$ cat src/hw/rtl/esc_enc_pkg.sv
// Package: word types, protocol codes and constants for the motor output encoder.
package esc_enc_pkg;

  localparam int MotorCount = 4;
  localparam int QueueDepth = 2;
  localparam int FrameBits  = 16;
  localparam int FrameWords = 18;

  localparam logic [1:0] ModeDshot   = 2'd0;
  localparam logic [1:0] ModeOneshot = 2'd1;
  localparam logic [1:0] ModeMulti   = 2'd2;

  localparam logic [8:0]  BitOneTicks  = 9'd30;
  localparam logic [8:0]  BitZeroTicks = 9'd15;
  localparam logic [8:0]  NoTicks      = 9'd0;
  localparam logic [10:0] ThrMin       = 11'd48;
  localparam logic [8:0]  Os125Base    = 9'd125;
  localparam logic [8:0]  MsBase       = 9'd60;

  // Floor division by the throttle span (1999) as a multiply by a rounded-up
  // reciprocal, exact for every dividend below 2^19.
  localparam int      DivShift = 30;
  localparam longint  ThrSpan  = 1999;
  localparam longint  Recip    = ((64'd1 << DivShift) + ThrSpan - 1) / ThrSpan;
  localparam logic [26:0] KOneshot = 27'(125 * Recip);
  localparam logic [26:0] KMulti   = 27'(240 * Recip);

  typedef struct packed {
    logic [1:0]  motor_index;
    logic [10:0] throttle;
  } in_word_t;

  typedef struct packed {
    logic [1:0] out_motor;
    logic [4:0] slot_index;
    logic [8:0] compare_value;
    logic       last_word;
  } out_word_t;

  // One classified item waiting for the back end.
  typedef struct packed {
    logic [1:0]  motor;
    logic        is_frame;
    logic [15:0] data;
  } task_t;

endpackage

$ cat src/hw/rtl/esc_enc_front.sv
// Front end: accepts input words, builds the DShot frame or the pulse width.
module esc_enc_front import esc_enc_pkg::*; (
  input  logic       clk_i,
  input  logic       rst_ni,
  input  logic [1:0] mode_i,
  input  logic       in_valid_i,
  output logic       in_stall_o,
  input  in_word_t   in_word_i,
  output logic       push_valid_o,
  input  logic       push_full_i,
  output task_t      push_task_o
);

  logic        s1_valid_q, s1_valid_d;
  logic [1:0]  s1_motor_q;
  logic        s1_is_frame_q;
  logic [15:0] s1_frame_q;
  logic [37:0] s1_prod_q;
  logic [8:0]  s1_base_q;

  logic        s1_adv;
  logic        accept;
  logic        keep;
  logic [11:0] payload;
  logic [3:0]  csum;
  logic [10:0] delta;
  logic [26:0] kval;
  logic [8:0]  pulse;

  assign s1_adv     = !s1_valid_q || !push_full_i;
  assign in_stall_o = !s1_adv;
  assign accept     = in_valid_i && s1_adv;
  assign keep       = (32'(in_word_i.motor_index) < MotorCount) &&
                      (mode_i == ModeDshot || mode_i == ModeOneshot || mode_i == ModeMulti);

  assign payload = {in_word_i.throttle, 1'b0};
  assign csum    = payload[3:0] ^ payload[7:4] ^ payload[11:8];
  assign delta   = (in_word_i.throttle > ThrMin) ? (in_word_i.throttle - ThrMin) : 11'd0;
  assign kval    = (mode_i == ModeMulti) ? KMulti : KOneshot;

  always_comb begin
    s1_valid_d = s1_valid_q;
    if (s1_adv) begin
      s1_valid_d = accept && keep;
    end
  end

  always_ff @(posedge clk_i or negedge rst_ni) begin
    if (!rst_ni) begin
      s1_valid_q <= 1'b0;
    end else begin
      s1_valid_q <= s1_valid_d;
    end
  end

  always_ff @(posedge clk_i) begin
    if (accept) begin
      s1_motor_q    <= in_word_i.motor_index;
      s1_is_frame_q <= (mode_i == ModeDshot);
      s1_frame_q    <= {payload, csum};
      s1_prod_q     <= 38'(delta) * 38'(kval);
      s1_base_q     <= (mode_i == ModeMulti) ? MsBase : Os125Base;
    end
  end

  assign pulse = s1_base_q + {1'b0, s1_prod_q[37:DivShift]};

  assign push_valid_o         = s1_valid_q;
  assign push_task_o.motor    = s1_motor_q;
  assign push_task_o.is_frame = s1_is_frame_q;
  assign push_task_o.data     = s1_is_frame_q ? s1_frame_q : {7'd0, pulse};

endmodule

$ cat src/hw/rtl/esc_enc_queue.sv
// Short queue of classified items between the front and back ends.
module esc_enc_queue import esc_enc_pkg::*; (
  input  logic  clk_i,
  input  logic  rst_ni,
  input  logic  push_i,
  input  task_t push_task_i,
  output logic  full_o,
  input  logic  pop_i,
  output logic  valid_o,
  output task_t head_o
);

  localparam int PtrW = (QueueDepth > 1) ? $clog2(QueueDepth) : 1;
  localparam int CntW = $clog2(QueueDepth + 1);

  task_t            mem_q [QueueDepth];
  logic [PtrW-1:0]  wr_ptr_q, wr_ptr_d;
  logic [PtrW-1:0]  rd_ptr_q, rd_ptr_d;
  logic [CntW-1:0]  count_q, count_d;
  logic             do_push, do_pop;

  assign full_o  = (count_q == CntW'(QueueDepth));
  assign valid_o = (count_q != '0);
  assign head_o  = mem_q[rd_ptr_q];
  assign do_push = push_i && !full_o;
  assign do_pop  = pop_i && valid_o;

  always_comb begin
    wr_ptr_d = wr_ptr_q;
    rd_ptr_d = rd_ptr_q;
    count_d  = count_q;
    if (do_push) begin
      wr_ptr_d = (wr_ptr_q == PtrW'(QueueDepth - 1)) ? '0 : wr_ptr_q + 1'b1;
    end
    if (do_pop) begin
      rd_ptr_d = (rd_ptr_q == PtrW'(QueueDepth - 1)) ? '0 : rd_ptr_q + 1'b1;
    end
    if (do_push && !do_pop) begin
      count_d = count_q + 1'b1;
    end else if (do_pop && !do_push) begin
      count_d = count_q - 1'b1;
    end
  end

  always_ff @(posedge clk_i or negedge rst_ni) begin
    if (!rst_ni) begin
      wr_ptr_q <= '0;
      rd_ptr_q <= '0;
      count_q  <= '0;
    end else begin
      wr_ptr_q <= wr_ptr_d;
      rd_ptr_q <= rd_ptr_d;
      count_q  <= count_d;
    end
  end

  always_ff @(posedge clk_i) begin
    if (do_push) begin
      mem_q[wr_ptr_q] <= push_task_i;
    end
  end

endmodule

$ cat src/hw/rtl/esc_enc_back.sv
// Back end: turns each queued item into compare words, one per cycle unless stalled.
module esc_enc_back import esc_enc_pkg::*; (
  input  logic      clk_i,
  input  logic      rst_ni,
  input  logic      task_valid_i,
  input  task_t     task_i,
  output logic      pop_o,
  output logic      out_valid_o,
  input  logic      out_stall_i,
  output out_word_t out_word_o
);

  logic       out_valid_q, out_valid_d;
  out_word_t  out_word_q;
  logic [4:0] slot_q, slot_d;

  logic       out_adv;
  logic       emit;
  logic       last;
  logic [8:0] cmp;

  assign out_adv = !out_valid_q || !out_stall_i;
  assign emit    = task_valid_i && out_adv;
  assign last    = !task_i.is_frame || (slot_q == 5'(FrameWords - 1));
  assign pop_o   = emit && last;

  always_comb begin
    cmp = task_i.data[8:0];
    if (task_i.is_frame) begin
      if (slot_q < 5'(FrameBits)) begin
        cmp = task_i.data[4'(FrameBits - 1) - slot_q[3:0]] ? BitOneTicks : BitZeroTicks;
      end else begin
        cmp = NoTicks;
      end
    end
  end

  always_comb begin
    slot_d      = slot_q;
    out_valid_d = out_valid_q;
    if (out_adv) begin
      out_valid_d = task_valid_i;
    end
    if (emit) begin
      slot_d = last ? 5'd0 : slot_q + 5'd1;
    end
  end

  always_ff @(posedge clk_i or negedge rst_ni) begin
    if (!rst_ni) begin
      out_valid_q <= 1'b0;
      slot_q      <= 5'd0;
    end else begin
      out_valid_q <= out_valid_d;
      slot_q      <= slot_d;
    end
  end

  always_ff @(posedge clk_i) begin
    if (emit) begin
      out_word_q.out_motor     <= task_i.motor;
      out_word_q.slot_index    <= slot_q;
      out_word_q.compare_value <= cmp;
      out_word_q.last_word     <= last;
    end
  end

  assign out_valid_o = out_valid_q;
  assign out_word_o  = out_word_q;

endmodule

$ cat src/hw/rtl/esc_motor_output_encoder.sv
// Top level of the motor output encoder: DShot300 frames and Oneshot/Multishot pulses.
//
// An input word (motor number, throttle) is taken when in_valid_i is high and
// in_stall_o is low. The protocol register is written through cfg_valid_i and
// cfg_data_i; cfg_ready_o is always high. The user must make writes only while
// the block is idle; the block does not enforce this. The front end builds the
// 16-bit DShot frame or the pulse width (one multiply by a reciprocal in its
// single stage) and places the item in a two-entry queue. The back end drains
// the queue into an output register. In DShot mode each item gives 18 words (16 bit
// slots, two zero slots); pulse modes give one word per item and run at one item
// per cycle while the output is not stalled. An item passes through the front-end
// register and a queue entry before its first word is loaded into the output
// register. Items for the unused protocol code give no words. A word is taken when
// out_valid_o is high and out_stall_i is low; while the receiver stalls the word
// holds, and the front end keeps taking items until the queue is full and its own
// stage holds an item. Reset clears all valid state and selects DShot300.
module esc_motor_output_encoder import esc_enc_pkg::*; (
  input  logic       clk_i,
  input  logic       rst_ni,
  input  logic       cfg_valid_i,
  output logic       cfg_ready_o,
  input  logic [1:0] cfg_data_i,
  input  logic       in_valid_i,
  output logic       in_stall_o,
  input  in_word_t   in_word_i,
  output logic       out_valid_o,
  input  logic       out_stall_i,
  output out_word_t  out_word_o
);

  logic [1:0] mode_q;
  logic       push_valid;
  logic       push_full;
  task_t      push_task;
  logic       head_valid;
  task_t      head_task;
  logic       pop;

  assign cfg_ready_o = 1'b1;

  always_ff @(posedge clk_i or negedge rst_ni) begin
    if (!rst_ni) begin
      mode_q <= ModeDshot;
    end else if (cfg_valid_i && cfg_ready_o) begin
      mode_q <= cfg_data_i;
    end
  end

  esc_enc_front u_front (
    .clk_i        (clk_i),
    .rst_ni       (rst_ni),
    .mode_i       (mode_q),
    .in_valid_i   (in_valid_i),
    .in_stall_o   (in_stall_o),
    .in_word_i    (in_word_i),
    .push_valid_o (push_valid),
    .push_full_i  (push_full),
    .push_task_o  (push_task)
  );

  esc_enc_queue u_queue (
    .clk_i       (clk_i),
    .rst_ni      (rst_ni),
    .push_i      (push_valid),
    .push_task_i (push_task),
    .full_o      (push_full),
    .pop_i       (pop),
    .valid_o     (head_valid),
    .head_o      (head_task)
  );

  esc_enc_back u_back (
    .clk_i        (clk_i),
    .rst_ni       (rst_ni),
    .task_valid_i (head_valid),
    .task_i       (head_task),
    .pop_o        (pop),
    .out_valid_o  (out_valid_o),
    .out_stall_i  (out_stall_i),
    .out_word_o   (out_word_o)
  );

endmodule
$ cat config.mk
export PLATFORM = sky130hd
export DESIGN_NAME = esc_motor_output_encoder
export DESIGN_NICKNAME = d
export VERILOG_FILES = /design/src/hw/rtl/esc_enc_pkg.sv /design/src/hw/rtl/esc_enc_front.sv /design/src/hw/rtl/esc_enc_queue.sv /design/src/hw/rtl/esc_enc_back.sv /design/src/hw/rtl/esc_motor_output_encoder.sv
export SDC_FILE = /design/constraint.sdc
export NUM_CORES = 1
export LEC_CHECK = 0
export ABC_AREA = 1
export BUFFER_PORTS_ARGS = -buffer_cell sky130_fd_sc_hd__buf_2
export CAP_MARGIN = 30
export CORE_ASPECT_RATIO = 0.8
export CORE_MARGIN = 2
export CORE_UTILIZATION = 58
export DETAILED_ROUTE_END_ITERATION = 7
export GPL_TIMING_DRIVEN = 0
export PLACE_DENSITY_LB_ADDON = 0.1
export REMOVE_ABC_BUFFERS = 1
export SYNTH_ARGS = -nofsm -noshare
export SYNTH_HDL_FRONTEND = slang
export SYNTH_SLANG_ARGS = --single-unit
$ cat constraint.sdc
create_clock -name clk_i -period 6.85 [get_ports clk_i]
set_input_delay 0.3425 -clock clk_i [delete_from_list [all_inputs] [get_ports clk_i]]
set_output_delay 0.3425 -clock clk_i [all_outputs]
set_load 0.005 [all_outputs]
==> metrics.md <==
| Metric | Value |
|---|---|
| Critical path launch point type | `register` |
| Register area share after synthesis | `0.2902` |
| Hold Worst Slack | `178.1 ps` |
| Clock Tree Buf Depth | `2` |
| Synthesized area | `9607 um2` |
| RSZ-0062 raised after global routing | `false` |
| Min-delay src | `in_word_i[11]` |
| Crit path DAT | `6420 ps` |
| Layout area overhead | `8.804%` |
| Die height | `119.1 um` |
| Headroom to the max-slew limit | `0.4130` |
| Flops & latches, synth | `95` |
| # H-tree levels | `3` |
| Largest net degree at the start of global routing | `25` |
| Post-synth top cells | `inv_1, nand2_1, ha_1, fa_1, nor2_1` |
| PwrDens | `421.0 nW/um2` |
| Actual slew at the worst max-slew pin | `880.5 ps` |
| Asr flop ratio synth | `0.1368` |
| Max Fanout on Critical Path | `16` |
| Final RePlAce weighted congestion | `0.9760` |
| Status | `finished, final reports clean` |
| Detailed-route wire length | `20,950 um` |
| Layout Skew | `9.011 ps` |
| Ys flop type | `edfxtp_1` |
| Crit path from | `mode_q[0]$_DFFE_PN0P_` |
| Detail-routed via count per cell | `5.187` |
| DP HPWL | `17,710 um` |
| CTS tree | `yes` |
| Row cnt | `42` |
| Lkg Pwr | `5.396 nW` |
| CP delay by family, top | `adder cells` |
| Layout cell share with drive strength beyond 1 | `0.08534` |
| Most common cell in the synthesized netlist | `inv_1` |
| Worst hold path type | `in2reg` |
| Initial DRC Count | `469` |
| Gr ovfl total | `0` |
| Yosys top cell area share | `0.2563` |
| Die width | `147.9 um` |
| Num CTS Buffers | `9` |
| Post-DRT Antenna Nets | `0` |
| Vias in the first global route | `6,767` |
| Distinct cells, synth | `45` |
| Critical path capture point type | `register` |
| First-pass GRT wire length | `34,800 um` |
| Largest area contributor in the netlist | `edfxtp_1` |
| Avg Cell Area, Syn | `9.336 um2` |
| Max_cap viols | `0` |
| Final setup fails | `0` |
| Die area | `17,620 um2` |
| Port Buf Inserts | `38` |
| Worst R2R Start | `mode_q[0]$_DFFE_PN0P_` |
| Max frequency | `157.9 MHz` |
| Maximum vdd drop | `0.0002700 V` |
| DR pass1 iterations | `5` |
| Yosys warnings | `0` |
| Crit path cell chain | `nor2_4 > clkinvlp_4 > buf_4 > buf_4 > nor2_2 > inv_1 > fa_1 > inv_1 > fa_1 > inv_1 > fa_1 > fa_1 > fa_1 > inv_1 > ha_1 > a21oi_1 > o21ai_0 > a21oi_1 > nand2_1 > nand2_1 > nand2_1 > nand2_1 > nand2_1` |
| Setup TNS | `0 ps` |
| Number of flops mapped to enable cells by yosys | `82` |
| DR WL/cell | `16.14 um` |
| Synth Instances | `1,029` |
| Buf+Inv Stages, Crit Path | `7` |
| CTS sink cnt | `95` |
| Clock Latency Late Sink | `340 ps` |
| Initial Util | `0.5859` |
| Worst path required time | `6940 ps` |
| Post-route DRC | `0` |
| Period Utilization, post-route | `0.9246` |
| CP max-delay cell | `fa_1` |
| Total power | `0.004401 W` |
| Synth area leaders | `edfxtp_1, fa_1, ha_1` |
| Final Hold Vio Count | `0` |
| CP max stage delay | `550 ps` |
| Initial antenna violation count | `0` |
| Minimum clock period | `6334 ps` |
| Clock root buffer | `clkbuf_16` |
| DR vias | `6,733` |
| IO Pins | `40` |
| # nets final | `1,323` |
| Fin. max-slew vios | `0` |
| Critical path type | `reg2reg` |
| Antenna Cells | `0` |
| CTS clk-pin slew, worst paths | `60 ps` |
| Core Area | `16,400 um2` |
| Total GRT Usage | `0.2570` |
[state kept, by name, summed over array words and instances, names as in the netlist, 2 cells and up]
signal	count
u_front.s1_prod_q	8
u_back.out_word_o	17
u_queue.mem_q	38
u_back.slot_q	5
u_front.s1_frame_q	15
u_queue.count_q	2
u_front.s1_motor_q	2
mode_q	2
[metrics by stage]
stage / setup WS (ps) / cells / area [um2] / utilization
floorplan: 1125 / 1015 / 9545 / -
global placement: 63.38 / 1273 / 10010 / 0.6106
detailed placement: 9.288 / 1277 / 10080 / 0.6151
CTS: 69.99 / 1294 / 10390 / 0.6335
global route: 152.3 / 1298 / 10450 / 0.6375
finish: 516.2 / 1298 / 10450 / 0.6375
[final timing paths]
kind	slack (ps)	to	cells after the start
setup / recovery	520	u_front.s1_prod_q[30]$_DFFE_PP_	23
hold / removal	180	u_front.s1_motor_q[0]$_DFFE_PP_	1
setup reg to reg	520	u_front.s1_prod_q[30]$_DFFE_PP_	23
hold reg to reg	450	u_queue.mem_q[0][17]$_DFFE_PP_	0
max in group asynchronous	6200	u_back.out_valid_o$_DFFE_PN0N_	2
min in group asynchronous	420	u_back.slot_q[1]$_DFFE_PN0P_	2
[power by group]
part / total (W) / internal (W) / switching (W)
clock network: 0.000478 / 0.000278 / 0.000200
logic: 0.00292 / 0.00103 / 0.00188
registers: 0.00101 / 0.000901 / 0.000106
total: 0.00440 / 0.00221 / 0.00219
[cells by family after synthesis]
logic type	count (synthesis)	share of synthesized area
AND/OR/NAND/NOR	290	0.1287
buffers and inverters	276	0.1088
adder cells (fa/ha/maj)	230	0.3824
AO/OA/AOI/OAI	110	0.06460
flip-flops	95	0.2902
XOR/XNOR	19	0.01732
multiplexers	7	0.007294
other	2	0.0007817
[routing by layer]
layer  vias up  wire length, um  track usage
met2       205             8551       0.3657
met5         -                0            0
met3        15             2000      0.07548
met4         0              161      0.03988
met1      3210            10240       0.3981
li1       3303                -            -
[cell type report]
type | count | area [um2]
timing repair buffer | 47 | 299.0
sequential | 95 | 2788
fill | 1398 | 5943
multi-input combinational | 659 | 5821
inverter | 261 | 983.4
clock inverter | 2 | 11.26
clock buffer | 14 | 275.3
tap | 220 | 275.3
[worst register-to-register path: cells and delay by family, from the launching register on]
kind / cells / cell delay (ps)
compound gates: 3 / 730
fa+ha+maj: 6 / 2860
buf+inv: 7 / 900
flops: 1 / 420
simple gates: 7 / 1180
[timing repair]
action	CTS	global route
buffers inserted	0	4
hold buffers	1	0
hold endpoints to repair	13	0
gates resized for setup	2	11
cloned	0	0
setup endpoints to repair	1	8
[layout by cell type (no fill, tap or decap), types with 10 or more instances in the layout]
cell / Yosys / final
buf_2: 4 / 38
a21oi_1: 44 / 44
xor2_1: 12 / 12
nand2_1: 146 / 146
clkbuf_16: 0 / 10
nor2_2: 3 / 11
dfrtp_1: 13 / 13
nor3_1: 14 / 14
inv_1: 257 / 256
fa_1: 106 / 106
ha_1: 124 / 124
nor2_1: 90 / 79
edfxtp_1: 82 / 82
nand3_1: 18 / 18
o21ai_0: 34 / 34
Note: power is estimated with default switching activity, not from simulation.
